**config.mk**
```make
export PLATFORM = sky130hd
export DESIGN_NAME = source_text_tokenizer
export DESIGN_NICKNAME = d
export VERILOG_FILES = /design/src/rtl/stt_pkg.sv /design/src/rtl/stt_result_queue.sv /design/src/rtl/source_text_tokenizer.sv
export SDC_FILE = /design/constraint.sdc
export NUM_CORES = 2
export LEC_CHECK = 0
export CAP_MARGIN = 20
export CELL_PAD_IN_SITES_DETAIL_PLACEMENT = 0
export CELL_PAD_IN_SITES_GLOBAL_PLACEMENT = 1
export CORE_MARGIN = 2
export CORE_UTILIZATION = 54
export DETAILED_ROUTE_END_ITERATION = 12
export DONT_BUFFER_PORTS = 1
export PLACE_DENSITY_LB_ADDON = 0.15
export SYNTH_ARGS = -nofsm -noshare
export SYNTH_HDL_FRONTEND = slang
export SYNTH_SLANG_ARGS = --single-unit
```
**constraint.sdc**
```tcl
create_clock -name i_clk -period 10.3 [get_ports i_clk]
set_input_delay 0 -clock i_clk [delete_from_list [all_inputs] [get_ports i_clk]]
set_output_delay 0 -clock i_clk [all_outputs]
set_load 0.01 [all_outputs]
```
**src/rtl/stt_pkg.sv**
```systemverilog
package stt_pkg;

    localparam int OUT_INDEX_W = 32;
    localparam int OUT_POS_W   = 24;
    localparam int EXT_W       = 64;

    localparam int QUEUE_DEPTH = 4;
    localparam int QUEUE_AW    = 2;

    localparam logic [7:0] CHAR_LF    = 8'h0A;
    localparam logic [7:0] CHAR_CR    = 8'h0D;
    localparam logic [7:0] CHAR_HASH  = 8'h23;
    localparam logic [7:0] CHAR_MINUS = 8'h2D;
    localparam logic [7:0] CHAR_DOT   = 8'h2E;

    localparam logic [3:0] KW_FUNC_LEN = 4'd8;
    localparam logic [3:0] KW_RET_LEN  = 4'd6;

    localparam logic [63:0] LIMIT_POS = 64'h7FFF_FFFF_FFFF_FFFF;
    localparam logic [63:0] LIMIT_NEG = 64'h8000_0000_0000_0000;

    typedef enum logic [3:0] {
        KIND_SPACE   = 4'd0,
        KIND_FUNC    = 4'd1,
        KIND_RETURN  = 4'd2,
        KIND_IDENT   = 4'd3,
        KIND_POS_INT = 4'd4,
        KIND_NEG_INT = 4'd5,
        KIND_POS_DBL = 4'd6,
        KIND_NEG_DBL = 4'd7,
        KIND_COMMENT = 4'd8,
        KIND_SYMBOL  = 4'd9,
        KIND_EOF     = 4'd10
    } t_kind;

    typedef enum logic [2:0] {
        MODE_IDLE    = 3'd0,
        MODE_SPACE   = 3'd1,
        MODE_IDENT   = 3'd2,
        MODE_NUMBER  = 3'd3,
        MODE_COMMENT = 3'd4
    } t_mode;

    typedef struct packed {
        logic [7:0] char_code;
        logic       end_of_stream;
    } t_in;

    typedef struct packed {
        t_kind              token_kind;
        logic [31:0]        start_index;
        logic [31:0]        token_length;
        logic [23:0]        start_row;
        logic [23:0]        start_column;
        logic signed [63:0] integer_value;
        logic [7:0]         symbol_byte;
        logic               malformed;
        logic               last_of_step;
    } t_out;

    typedef struct packed {
        logic neg;
        logic dot;
        logic digit;
        logic ovf;
    } t_num_flags;

    typedef struct packed {
        logic [3:0] prog;
        logic       func_ok;
        logic       ret_ok;
    } t_kw_state;

    typedef struct packed {
        logic first_vld;
        logic second_vld;
    } t_push;

    function automatic logic [7:0] kw_func_char(input logic [3:0] p);
        logic [7:0] ch;
        case (p)
            4'd0:    ch = 8'h66;
            4'd1:    ch = 8'h75;
            4'd2:    ch = 8'h6E;
            4'd3:    ch = 8'h63;
            4'd4:    ch = 8'h74;
            4'd5:    ch = 8'h69;
            4'd6:    ch = 8'h6F;
            4'd7:    ch = 8'h6E;
            default: ch = 8'h00;
        endcase
        return ch;
    endfunction

    function automatic logic [7:0] kw_ret_char(input logic [3:0] p);
        logic [7:0] ch;
        case (p)
            4'd0:    ch = 8'h72;
            4'd1:    ch = 8'h65;
            4'd2:    ch = 8'h74;
            4'd3:    ch = 8'h75;
            4'd4:    ch = 8'h72;
            4'd5:    ch = 8'h6E;
            default: ch = 8'h00;
        endcase
        return ch;
    endfunction

    // largest accumulator that still takes one more digit: (limit - d) / 10
    function automatic logic [63:0] digit_bound(input logic neg, input logic [3:0] d);
        logic [3:0] last_safe;
        last_safe = neg ? 4'd8 : 4'd7;
        return (d > last_safe) ? 64'd922337203685477579 : 64'd922337203685477580;
    endfunction

endpackage

```
**src/rtl/stt_result_queue.sv**
```systemverilog
module stt_result_queue (
    input  logic                        i_clk,
    input  logic                        i_rst_n,
    input  stt_pkg::t_push              i_push,
    input  stt_pkg::t_out               i_first,
    input  stt_pkg::t_out               i_second,
    output logic [stt_pkg::QUEUE_AW:0]  o_count,
    output logic                        o_valid,
    input  logic                        i_ready,
    output stt_pkg::t_out               o_data
);

    stt_pkg::t_out                 r_mem [stt_pkg::QUEUE_DEPTH];
    logic [stt_pkg::QUEUE_AW-1:0]  r_wr;
    logic [stt_pkg::QUEUE_AW-1:0]  r_rd;
    logic [stt_pkg::QUEUE_AW:0]    r_count;
    logic [stt_pkg::QUEUE_AW-1:0]  w_second_addr;
    logic                          w_pop;

    assign w_pop         = o_valid && i_ready;
    assign w_second_addr = r_wr + stt_pkg::QUEUE_AW'(i_push.first_vld);
    assign o_valid       = (r_count != '0);
    assign o_count       = r_count;
    assign o_data        = r_mem[r_rd];

    always_ff @(posedge i_clk) begin
        if (i_push.first_vld) begin
            r_mem[r_wr] <= i_first;
        end
        if (i_push.second_vld) begin
            r_mem[w_second_addr] <= i_second;
        end
    end

    always_ff @(posedge i_clk) begin
        if (!i_rst_n) begin
            r_wr    <= '0;
            r_rd    <= '0;
            r_count <= '0;
        end else begin
            r_wr    <= r_wr + stt_pkg::QUEUE_AW'(i_push.first_vld)
                            + stt_pkg::QUEUE_AW'(i_push.second_vld);
            r_rd    <= r_rd + stt_pkg::QUEUE_AW'(w_pop);
            r_count <= r_count + (stt_pkg::QUEUE_AW+1)'(i_push.first_vld)
                               + (stt_pkg::QUEUE_AW+1)'(i_push.second_vld)
                               - (stt_pkg::QUEUE_AW+1)'(w_pop);
        end
    end

endmodule

```
**src/rtl/source_text_tokenizer.sv**
```systemverilog
// flow: a taken request waits in the input register and is scanned from there once
//   the result queue has room; its tokens are written into that queue and offered from it
// throughput: one request per cycle while tokens drain one per cycle and the queue holds
//   at most two entries; a request that closes a token and opens a symbol (or ends the
//   stream) yields two tokens, the four-entry result queue absorbing bursts
// reset: synchronous, active low; scanner idle, all counters zero, queue empty
module source_text_tokenizer #(
    parameter int INDEX_WIDTH    = 32,
    parameter int POSITION_WIDTH = 24
) (
    input  logic           i_clk,
    input  logic           i_rst_n,
    input  logic           i_in_valid,
    output logic           o_in_ready,
    input  stt_pkg::t_in   i_in_data,
    output logic           o_out_valid,
    input  logic           i_out_ready,
    output stt_pkg::t_out  o_out_data
);

    // input register
    logic          r_in_vld;
    stt_pkg::t_in  r_in;

    // scanner state
    stt_pkg::t_mode       r_mode,    n_mode;
    logic [INDEX_WIDTH-1:0]    r_tok_idx, n_tok_idx;
    logic [POSITION_WIDTH-1:0] r_tok_row, n_tok_row;
    logic [POSITION_WIDTH-1:0] r_tok_col, n_tok_col;
    logic [INDEX_WIDTH-1:0]    r_byte_cnt, n_byte_cnt;
    logic [POSITION_WIDTH-1:0] r_row_cnt, n_row_cnt;
    logic [POSITION_WIDTH-1:0] r_col_cnt, n_col_cnt;
    logic [63:0]               r_acc, n_acc;
    stt_pkg::t_num_flags  r_flags,   n_flags;
    stt_pkg::t_kw_state   r_kw,      n_kw;

    logic [stt_pkg::QUEUE_AW:0] w_q_count;
    logic                       w_fire;
    logic                       w_take;

    // character classes
    logic [7:0] w_c;
    logic       w_eos;
    logic       w_is_space, w_is_alpha, w_is_digit, w_is_num_start, w_is_hash, w_is_sym;
    logic       w_cont;

    // shared digit and keyword steps
    logic [63:0]          w_dg_acc_in, w_dg_acc_out, w_dg_limit;
    stt_pkg::t_num_flags  w_dg_flags_in, w_dg_flags_out, w_begin_flags;
    stt_pkg::t_kw_state   w_kw_in, w_kw_out;

    // outgoing records
    stt_pkg::t_out   w_pend, w_second;
    stt_pkg::t_push  w_push;
    logic            w_pend_vld;
    logic [INDEX_WIDTH-1:0] w_len;

    // widened copies for the fixed-width output fields
    logic [stt_pkg::EXT_W-1:0] w_tok_idx_ext, w_byte_ext, w_len_ext;
    logic [stt_pkg::EXT_W-1:0] w_tok_row_ext, w_tok_col_ext, w_row_ext, w_col_ext;

    // ---------------------------------------------------------------
    // input side: the register frees whenever its request is scanned
    // ---------------------------------------------------------------
    assign w_fire     = r_in_vld && (w_q_count <= (stt_pkg::QUEUE_AW+1)'(stt_pkg::QUEUE_DEPTH - 2));
    assign o_in_ready = !r_in_vld || w_fire;
    assign w_take     = i_in_valid && o_in_ready;

    always_ff @(posedge i_clk) begin
        if (w_take) begin
            r_in <= i_in_data;
        end
    end

    always_ff @(posedge i_clk) begin
        if (!i_rst_n) begin
            r_in_vld <= 1'b0;
        end else if (w_take) begin
            r_in_vld <= 1'b1;
        end else if (w_fire) begin
            r_in_vld <= 1'b0;
        end
    end

    // ---------------------------------------------------------------
    // classify the byte
    // ---------------------------------------------------------------
    assign w_c            = r_in.char_code;
    assign w_eos          = r_in.end_of_stream;
    assign w_is_space     = (w_c == 8'd32) || (w_c >= 8'd9 && w_c <= 8'd13);
    assign w_is_alpha     = (w_c >= 8'd65 && w_c <= 8'd90) || (w_c >= 8'd97 && w_c <= 8'd122);
    assign w_is_digit     = (w_c >= 8'd48 && w_c <= 8'd57);
    assign w_is_num_start = w_is_digit || (w_c == stt_pkg::CHAR_DOT)
                            || (w_c == stt_pkg::CHAR_MINUS);
    assign w_is_hash      = (w_c == stt_pkg::CHAR_HASH);
    assign w_is_sym       = !w_is_space && !w_is_alpha && !w_is_num_start && !w_is_hash;

    // does the byte extend the open token
    always_comb begin
        case (r_mode)
            stt_pkg::MODE_SPACE:   w_cont = w_is_space;
            stt_pkg::MODE_IDENT:   w_cont = w_is_alpha || w_is_digit;
            stt_pkg::MODE_NUMBER:  w_cont = w_is_digit
                                            || ((w_c == stt_pkg::CHAR_DOT) && !r_flags.dot);
            stt_pkg::MODE_COMMENT: w_cont = (w_c != stt_pkg::CHAR_LF)
                                            && (w_c != stt_pkg::CHAR_CR);
            default:               w_cont = 1'b0;
        endcase
    end

    // ---------------------------------------------------------------
    // digit step: saturating acc * 10 + d, shared by start and continue
    // ---------------------------------------------------------------
    assign w_begin_flags = '{neg: (w_c == stt_pkg::CHAR_MINUS), dot: (w_c == stt_pkg::CHAR_DOT),
                             digit: 1'b0, ovf: 1'b0};
    assign w_dg_acc_in   = w_cont ? r_acc : 64'd0;
    assign w_dg_flags_in = w_cont ? r_flags : w_begin_flags;
    assign w_dg_limit    = w_dg_flags_in.neg ? stt_pkg::LIMIT_NEG : stt_pkg::LIMIT_POS;

    always_comb begin
        w_dg_flags_out       = w_dg_flags_in;
        w_dg_flags_out.digit = 1'b1;
        w_dg_acc_out         = w_dg_acc_in;
        if (!w_dg_flags_in.dot) begin
            if (w_dg_acc_in > stt_pkg::digit_bound(w_dg_flags_in.neg, w_c[3:0])) begin
                // saturate and remember it
                w_dg_acc_out       = w_dg_limit;
                w_dg_flags_out.ovf = 1'b1;
            end else begin
                w_dg_acc_out = (w_dg_acc_in << 3) + (w_dg_acc_in << 1) + {60'd0, w_c[3:0]};
            end
        end
    end

    // keyword tracking: one byte compared against both words
    assign w_kw_in = w_cont ? r_kw : '{prog: 4'd0, func_ok: 1'b1, ret_ok: 1'b1};

    always_comb begin
        w_kw_out = w_kw_in;
        if (!(w_kw_in.prog < stt_pkg::KW_FUNC_LEN && w_c == stt_pkg::kw_func_char(w_kw_in.prog))) begin
            w_kw_out.func_ok = 1'b0;
        end
        if (!(w_kw_in.prog < stt_pkg::KW_RET_LEN && w_c == stt_pkg::kw_ret_char(w_kw_in.prog))) begin
            w_kw_out.ret_ok = 1'b0;
        end
        if (w_kw_in.prog != 4'd15) begin
            w_kw_out.prog = w_kw_in.prog + 4'd1;
        end
    end

    // ---------------------------------------------------------------
    // next state
    // ---------------------------------------------------------------
    always_comb begin
        n_mode     = r_mode;
        n_tok_idx  = r_tok_idx;
        n_tok_row  = r_tok_row;
        n_tok_col  = r_tok_col;
        n_byte_cnt = r_byte_cnt;
        n_row_cnt  = r_row_cnt;
        n_col_cnt  = r_col_cnt;
        n_acc      = r_acc;
        n_flags    = r_flags;
        n_kw       = r_kw;
        if (w_fire) begin
            if (w_eos) begin
                // stream closed: back to the state after reset
                n_mode     = stt_pkg::MODE_IDLE;
                n_tok_idx  = '0;
                n_tok_row  = '0;
                n_tok_col  = '0;
                n_byte_cnt = '0;
                n_row_cnt  = '0;
                n_col_cnt  = '0;
                n_acc      = '0;
                n_flags    = '0;
                n_kw       = '0;
            end else begin
                if (w_cont) begin
                    if (r_mode == stt_pkg::MODE_IDENT) begin
                        n_kw = w_kw_out;
                    end else if (r_mode == stt_pkg::MODE_NUMBER) begin
                        if (w_c == stt_pkg::CHAR_DOT) begin
                            n_flags.dot = 1'b1;
                        end else begin
                            n_acc   = w_dg_acc_out;
                            n_flags = w_dg_flags_out;
                        end
                    end
                end else begin
                    // open a new token at the current position
                    n_tok_idx = r_byte_cnt;
                    n_tok_row = r_row_cnt;
                    n_tok_col = r_col_cnt;
                    if (w_is_space) begin
                        n_mode = stt_pkg::MODE_SPACE;
                    end else if (w_is_alpha) begin
                        n_mode = stt_pkg::MODE_IDENT;
                        n_kw   = w_kw_out;
                    end else if (w_is_num_start) begin
                        n_mode = stt_pkg::MODE_NUMBER;
                        if (w_is_digit) begin
                            n_acc   = w_dg_acc_out;
                            n_flags = w_dg_flags_out;
                        end else begin
                            n_acc   = '0;
                            n_flags = w_begin_flags;
                        end
                    end else if (w_is_hash) begin
                        n_mode = stt_pkg::MODE_COMMENT;
                    end else begin
                        n_mode = stt_pkg::MODE_IDLE;
                    end
                end
                n_byte_cnt = r_byte_cnt + INDEX_WIDTH'(1);
                if (w_c == stt_pkg::CHAR_LF) begin
                    n_col_cnt = '0;
                    n_row_cnt = r_row_cnt + POSITION_WIDTH'(1);
                end else begin
                    n_col_cnt = r_col_cnt + POSITION_WIDTH'(1);
                end
            end
        end
    end

    always_ff @(posedge i_clk) begin
        if (!i_rst_n) begin
            r_mode     <= stt_pkg::MODE_IDLE;
            r_tok_idx  <= '0;
            r_tok_row  <= '0;
            r_tok_col  <= '0;
            r_byte_cnt <= '0;
            r_row_cnt  <= '0;
            r_col_cnt  <= '0;
            r_acc      <= '0;
            r_flags    <= '0;
            r_kw       <= '0;
        end else begin
            r_mode     <= n_mode;
            r_tok_idx  <= n_tok_idx;
            r_tok_row  <= n_tok_row;
            r_tok_col  <= n_tok_col;
            r_byte_cnt <= n_byte_cnt;
            r_row_cnt  <= n_row_cnt;
            r_col_cnt  <= n_col_cnt;
            r_acc      <= n_acc;
            r_flags    <= n_flags;
            r_kw       <= n_kw;
        end
    end

    // ---------------------------------------------------------------
    // outgoing tokens
    // ---------------------------------------------------------------
    assign w_len         = r_byte_cnt - r_tok_idx;
    assign w_tok_idx_ext = {{(stt_pkg::EXT_W-INDEX_WIDTH){1'b0}}, r_tok_idx};
    assign w_byte_ext    = {{(stt_pkg::EXT_W-INDEX_WIDTH){1'b0}}, r_byte_cnt};
    assign w_len_ext     = {{(stt_pkg::EXT_W-INDEX_WIDTH){1'b0}}, w_len};
    assign w_tok_row_ext = {{(stt_pkg::EXT_W-POSITION_WIDTH){1'b0}}, r_tok_row};
    assign w_tok_col_ext = {{(stt_pkg::EXT_W-POSITION_WIDTH){1'b0}}, r_tok_col};
    assign w_row_ext     = {{(stt_pkg::EXT_W-POSITION_WIDTH){1'b0}}, r_row_cnt};
    assign w_col_ext     = {{(stt_pkg::EXT_W-POSITION_WIDTH){1'b0}}, r_col_cnt};

    assign w_pend_vld = (r_mode != stt_pkg::MODE_IDLE);

    // the open token, closed by this byte or by the end mark
    always_comb begin
        w_pend               = '0;
        w_pend.start_index   = w_tok_idx_ext[stt_pkg::OUT_INDEX_W-1:0];
        w_pend.token_length  = w_len_ext[stt_pkg::OUT_INDEX_W-1:0];
        w_pend.start_row     = w_tok_row_ext[stt_pkg::OUT_POS_W-1:0];
        w_pend.start_column  = w_tok_col_ext[stt_pkg::OUT_POS_W-1:0];
        w_pend.last_of_step  = !w_push.second_vld;
        unique case (r_mode)
            stt_pkg::MODE_IDENT: begin
                if (r_kw.func_ok && r_kw.prog == stt_pkg::KW_FUNC_LEN) begin
                    w_pend.token_kind = stt_pkg::KIND_FUNC;
                end else if (r_kw.ret_ok && r_kw.prog == stt_pkg::KW_RET_LEN) begin
                    w_pend.token_kind = stt_pkg::KIND_RETURN;
                end else begin
                    w_pend.token_kind = stt_pkg::KIND_IDENT;
                end
            end
            stt_pkg::MODE_NUMBER: begin
                if (r_flags.dot) begin
                    w_pend.token_kind = r_flags.neg ? stt_pkg::KIND_NEG_DBL
                                                    : stt_pkg::KIND_POS_DBL;
                end else begin
                    w_pend.token_kind    = r_flags.neg ? stt_pkg::KIND_NEG_INT
                                                       : stt_pkg::KIND_POS_INT;
                    w_pend.integer_value = r_flags.neg ? (64'd0 - r_acc) : r_acc;
                end
                // no digit at all, or a saturated integer
                w_pend.malformed = !r_flags.digit || (!r_flags.dot && r_flags.ovf);
            end
            stt_pkg::MODE_COMMENT: w_pend.token_kind = stt_pkg::KIND_COMMENT;
            stt_pkg::MODE_SPACE:   w_pend.token_kind = stt_pkg::KIND_SPACE;
            default:               w_pend.token_kind = stt_pkg::KIND_SPACE;
        endcase
    end

    // end-of-stream token, or a symbol that is complete on arrival
    always_comb begin
        w_second              = '0;
        w_second.last_of_step = 1'b1;
        if (w_eos) begin
            w_second.token_kind   = stt_pkg::KIND_EOF;
            w_second.start_index  = w_byte_ext[stt_pkg::OUT_INDEX_W-1:0];
            w_second.start_row    = w_row_ext[stt_pkg::OUT_POS_W-1:0];
            w_second.start_column = w_col_ext[stt_pkg::OUT_POS_W-1:0];
        end else begin
            w_second.token_kind   = stt_pkg::KIND_SYMBOL;
            w_second.start_index  = w_byte_ext[stt_pkg::OUT_INDEX_W-1:0];
            w_second.token_length = stt_pkg::OUT_INDEX_W'(1);
            w_second.start_row    = w_row_ext[stt_pkg::OUT_POS_W-1:0];
            w_second.start_column = w_col_ext[stt_pkg::OUT_POS_W-1:0];
            w_second.symbol_byte  = w_c;
        end
    end

    always_comb begin
        w_push.first_vld  = w_fire && (w_eos || !w_cont) && w_pend_vld;
        w_push.second_vld = w_fire && (w_eos || (!w_cont && w_is_sym));
    end

    stt_result_queue u_queue (
        .i_clk    (i_clk),
        .i_rst_n  (i_rst_n),
        .i_push   (w_push),
        .i_first  (w_pend),
        .i_second (w_second),
        .o_count  (w_q_count),
        .o_valid  (o_out_valid),
        .i_ready  (i_out_ready),
        .o_data   (o_out_data)
    );

    // ---------------------------------------------------------------
    // checks
    // ---------------------------------------------------------------
    a_eos_clears: assert property (@(posedge i_clk) disable iff (!i_rst_n)
        (w_fire && w_eos) |=> (r_byte_cnt == '0 && r_mode == stt_pkg::MODE_IDLE))
        else $error("end mark did not return the scanner to its start state");

    a_byte_step: assert property (@(posedge i_clk) disable iff (!i_rst_n)
        (w_fire && !w_eos) |=> (r_byte_cnt == INDEX_WIDTH'($past(r_byte_cnt) + INDEX_WIDTH'(1))))
        else $error("byte index did not advance by one");

    a_held_request: assert property (@(posedge i_clk) disable iff (!i_rst_n)
        (r_in_vld && !w_fire) |=> (r_in_vld && $stable(r_in)))
        else $error("unscanned request lost or changed");

    a_ident_prog: assert property (@(posedge i_clk) disable iff (!i_rst_n)
        (r_mode == stt_pkg::MODE_IDENT) |-> (r_kw.prog != 4'd0))
        else $error("identifier open with no byte counted");

endmodule

```
; Word level (Yosys, flattened, before mapping)
; Memory sizes are Yosys's and may differ from the RTL's. A register that Yosys moved wholly into a read port is not among the register bits.
; Index checks and enable logic that the tools add are counted.
[word_totals]
register_bits = 254
ramBits = 760
rom_bits = 40
input_bits = 13
output_inout_bits = 192
word_cells = 209
memories = 2
[mem_list]
columns = name, words, width, read_ports, rd_clocked_by_memory_dff, wr, line
row1 = u_queue.r_mem, 4, 190, 1, 1, 2, stt_result_queue.sv:13  ; stt_pkg::t_out r_mem [stt_pkg::QUEUE_DEPTH];
row2 = (no name shown), 8, 5, 1, 0, 0, stt_pkg.sv:81  ; case (p)
[op_classes]
add_sub_neg = 14
magnitude_cmp = 13
eq_ne = 28
mux = 78
n_reduce_logical = 53
[ops]
columns = cell, count
row1 = 64-bit 2-to-1 mux, 16
row2 = 24-bit 2-to-1 mux, 8
row3 = 32-bit 2-to-1 mux, 3
row4 = 64-bit by 4-bit adder with 64-bit output, 1
row5 = 64-bit adder, 1
row6 = 64-bit by 60-bit > comparator with 1-bit output, 1
row7 = "1-bit by 64-bit subtractor with 64-bit output, first input constant", 1
row8 = "24-bit by 1-bit adder with 24-bit output, second input constant", 2
row9 = 4-bit 2-to-1 mux, 11
row10 = 6-bit 2-to-1 mux, 6
row11 = 7-bit case mux with 5 select lines, 1
row12 = 34-bit 2-to-1 mux, 1
row13 = "32-bit by 1-bit adder with 32-bit output, second input constant", 1
row14 = "8-bit by 6-bit equality test with 1-bit output, second input constant", 4
row15 = 32-bit subtractor, 1
row16 = 1-bit logical AND, 21
row17 = 3-bit 2-to-1 mux, 7
row18 = 1-bit 2-to-1 mux, 17
row19 = 8-bit equality test, 2
row20 = "8-bit by 7-bit greater-or-equal comparator with 1-bit output, second input constant", 2
row21 = "8-bit by 7-bit <= comparator with 1-bit output, second input constant", 2
row22 = 8-bit 2-to-1 mux, 2
row23 = "8-bit by 4-bit inequality test with 1-bit output, second input constant", 2
row24 = "4-bit by 3-bit equality test with 1-bit output, second input constant", 3
row25 = 36 further kinds, 70

; Longest topological paths before layout
[depth]
depth_word = 18
depth_mapped = 32
mapped_depth_nobuf = 26

; Modules after synthesis
; A second synthesis with hierarchy kept.
[hier_totals]
cells_unflattened = 4355
hier_area_um2 = 56017.5
[modules_own_cells]
columns = module, instances, cells_per_inst, area_each_um2, seq_area_each_um2
row1 = stt_result_queue, 1, 1878, 36791.5, 22962.0
row2 = source_text_tokenizer, 1, 2477, 19225.9, 5034.8

; Least setup slack after synthesis
; No wires, ideal clock.
[synth_timing]
kind = flip-flop to flip-flop
startpoint = register r_in, in the netlist w_c[1]
endpoint = memory u_queue.r_mem[0][100] (netlist bit) (enable)
setup_ps = 452
arrival_time_ps = 5657
path_slack_ps = 4190
path_stages_with_launch = 18
period_less_slack_ps = 6110
path_cell_list = edfxtp_1 buf_2 a21oi_1 o2bb2ai_1 or3_1 a21oi_4 nor2_8 o21ai_2 buf_2 buf_1 nor2_1 ha_1 clkbuf_1 or3_1 buf_2 buf_4 buf_2 nand2_1
[synth_rtl]
columns = item, line
row1 = start: declaration, source_text_tokenizer.sv:23  ; stt_pkg::t_in r_in;
row2 = start signal: assignment, source_text_tokenizer.sv:71  ; r_in <= i_in_data;
row3 = end: declaration, stt_result_queue.sv:13

; Final worst setup path
[layout_timing]
startpoint = register r_mode[0]
endpoint = register r_acc[61]
[layout_between]
elab_chain_len = 15
elab_cells_between_ends = 32
[layout_rtl]
columns = item, line
row1 = start: declaration, source_text_tokenizer.sv:26  ; stt_pkg::t_mode r_mode, n_mode;
row2 = start signal: assignment, source_text_tokenizer.sv:228  ; r_mode <= stt_pkg::MODE_IDLE;
row3 = start signal: assignment, source_text_tokenizer.sv:239  ; r_mode <= n_mode;
row4 = "parallel branches: the longest is 15 deep, another holds 64-bit adder", n/a
row5 = end signal: assignment, source_text_tokenizer.sv:246  ; r_acc <= n_acc;
row6 = end: declaration, source_text_tokenizer.sv:33  ; logic [63:0] r_acc, n_acc;
; Parallel ways; which one is timed is not known. The select of a mux whose other input is x is not followed.
; A chain may end at the register's enable or synchronous reset.

==> reports/summary.txt <==
Outcome: completed
Postcts setup bufs: 0
Final worst clock skew: 24.6 ps
Peak supply drop: 130 uV
Yosys cell types: 105
CP arrival: 8260 ps
Asr flop ratio synth: 0%
RSZ-0062 raised after global routing: no
Post_cts resized: 0
Largest net degree at the start of global routing: 153
Int Pwr: 0.00712 W
Total clock sinks: 1014
Routability cong.: 0.919
Remaining antenna violation count after routing: 0
Io pins: 205
Via count: 44200
CP Capture Type: flip-flop
CTS root buffer: clkbuf_16
Fmax: 0.131 GHz
Core footprint: 99700 sq um
Sw frac: 28.3%
Synth warn: 0
Die Span Y: 320 microns
Pwr dens: 170 nW/um^2
Top-area cell type share of the netlist area: 23.7%
Final setup vio count: 0
Syn Inst Count: 6023
Area of the multi-input gates: 27800 sq um
Clk pwr share: 40.8%
Layout fillers: 8704
Synth Cell Area: 54100 sq um
Total GRT Usage: 32.5%
Worst Path Max Fanout: 92
Leakage dissipation: 21.0 nW
Port bufs: 0
Hold Slack: 42.8 ps
Switching Power: 0.00280 W
Pre-CTS setup slack: 2750 ps
First-pass GRT wire length: 260 mm
EDFF count, synth: 373
Vias in the first global route: 42500
Reg power frac: 44.2%
CTS max path bufs: 3
CTS tree: yes
Hold crit path type: in -> reg
Initial drt markers: 4146
Leading area contributor after synthesis: dfxtp_1
Synth Area per Inst: 8.98 sq um
FP Rows: 116
Die Footprint: 103000 sq um
Reg area: 24000 sq um
Vias/cell: 6.22
Flops & latches, synth: 1014
Layout cell share with drive strength beyond 1: 9.29%
Startpoint types: flip-flop
Final Cycle Share: 74.3%
HPWL Detailed: 101 mm
Logic gate share of total power: 15.0%
Die width: 320 microns
Skew-Pair Late Insertion Delay: 720 ps
Final Max Slew Viols: 0
Min setup slack post-route: 2640 ps
# hold bufs at CTS: 20
Sum Neg Setup Slack: 0 ps
Relative slew slack: 21.8%
Per-cell routed wire length: 23.8 microns
Clock-pin slew on the worst setup and hold paths: 60 ps
Predominant post-synthesis flop cell: dfxtp_1
Top-count cell post-synth: nand2_1
Layout area overhead: 7.83%
H-tree depth: 3
Overflow after GRT: 0
Slew at the pin with the worst max-slew slack: 1170 ps
Final hold vios: 0
Initial Util: 54.2%
Post-Route WL: 169 mm
Seq/Total Area, Yosys: 44.4%
Slowest cell on crit path: buf_4
Initial antenna violation count: 2
Critical path class: reg -> reg
Crit path time final: 7660 ps
Nets: 5904
Max-Cap Viols: 0
DRC viols: 0
Top cells by count, synth: nand2_1 (1471), dfxtp_1 (641), a21oi_1 (626)
Initial DRT Pass Iterations: 6
Top cells by area, synth: dfxtp_1 (24%), edfxtp_1 (21%), nand2_1 (10%)
Largest stage delay, worst path: 710 ps
Worst Path Required: 10900 ps
Syn Nets: 6214
CTS Buf Count: 110
[final timing paths]
check	start	endpoint	slack [ps]	cells after the start
max	r_mode[0]	r_acc[61]	2640	26
min	i_in_data[8]	w_c[7]	40	1
max reg2reg	r_mode[0]	r_acc[61]	2640	26
min reg2reg	r_tok_idx[20]	r_tok_idx[20]	450	2
[cell families (layout without fill, tap and decap cells)]
kind of cell | count (synthesis) | in the layout | synth area share, %
AOI/OAI and AO/OA | 1263 | 1263 | 14.4
xor gates and xnor gates | 206 | 206 | 3.34
adders and majority gates | 178 | 178 | 4.19
buffers and inverters | 596 | 383 | 4.46
DFF | 1014 | 1014 | 44.4
muxes | 197 | 197 | 8.05
other | 0 | 1 | 0
and+or+nand+nor | 2569 | 2569 | 21.1
[layout make-up]
type,count,share of cell area [%]
Tap cell,1298,2.78
Multi-Input combinational cell,4413,47.7
Clock buffer,163,5.59
Antenna cell,1,0.00429
Timing Repair Buffer,86,1.30
Sequential cell,1014,41.2
Clock inverter,46,0.798
Inverter,88,0.571
[through the flow]
step	cell area (sq um)	util, %	total power (W)	instances
finish	58300	58.5	0.00993	7109
floorplan	54100	-	0.00548	6023
global route	58300	58.5	0.0102	7108
detailed placement	54300	54.5	0.00596	6876
global placement	54300	54.5	0.00596	6876
CTS	58300	58.4	0.00999	7105
[sequential cells by signal (all words and copies together) (netlist names)]
| signal | count |
|---|---|
| r_row_cnt | 24 |
| r_col_cnt | 24 |
| u_queue.o_count | 3 |
| u_queue.r_rd | 2 |
| w_eos | 1 |
| r_mode | 3 |
| r_tok_idx | 32 |
| r_acc | 64 |
| r_flags | 4 |
| r_in_vld | 1 |
| r_kw | 6 |
| r_tok_row | 24 |
| u_queue.r_wr | 2 |
| u_queue.r_mem | 760 |
| w_c | 8 |
| r_byte_cnt | 32 |
| r_tok_col | 24 |
[power groups by stage]
stage | logic (W) | clock network (W) | registers, W
after global routing | 0.00157 | 0.00426 | 0.00440
after detailed placement | 0.00149 | 0 | 0.00447
after floorplan | 0.00107 | 0 | 0.00441
final | 0.00149 | 0.00405 | 0.00439
after CTS | 0.00151 | 0.00410 | 0.00439
after global placement | 0.00149 | 0 | 0.00447
[cells in the final DEF, fill, tap and decap left out, drive strengths merged, types with 66 or more instances in the layout]
| cell | instances |
|---|---|
| ha | 173 |
| clkbuf | 163 |
| a21oi | 635 |
| buf | 66 |
| edfxtp | 373 |
| inv | 94 |
| dfxtp | 641 |
| o31ai | 152 |
| nor2 | 347 |
| xnor2 | 80 |
| mux4 | 190 |
| nand3b | 77 |
| xor2 | 126 |
| nand2 | 1471 |
| o21ai | 164 |
| nand3 | 300 |
| and2 | 68 |
| a21o | 76 |
[per-layer routing]
metal,up-vias,global-route usage [%],share of wire [%]
met4,2,11.2,3.2
met5,-,0,0.0077
met2,1741,54.0,48
met1,21600,43.5,42
met3,282,4.41,7.1
li1,20700,-,-
[worst max-delay path, delay by kind of cell (launching register included)]
| family | cells | cell delay, ps |
|---|---|---|
| flops | 1 | 630 |
| buf+inv | 4 | 1690 |
| compound gates | 14 | 3710 |
| simple gates | 6 | 950 |
| fa+ha+maj | 2 | 490 |
(Power assumes the default switching activity.)
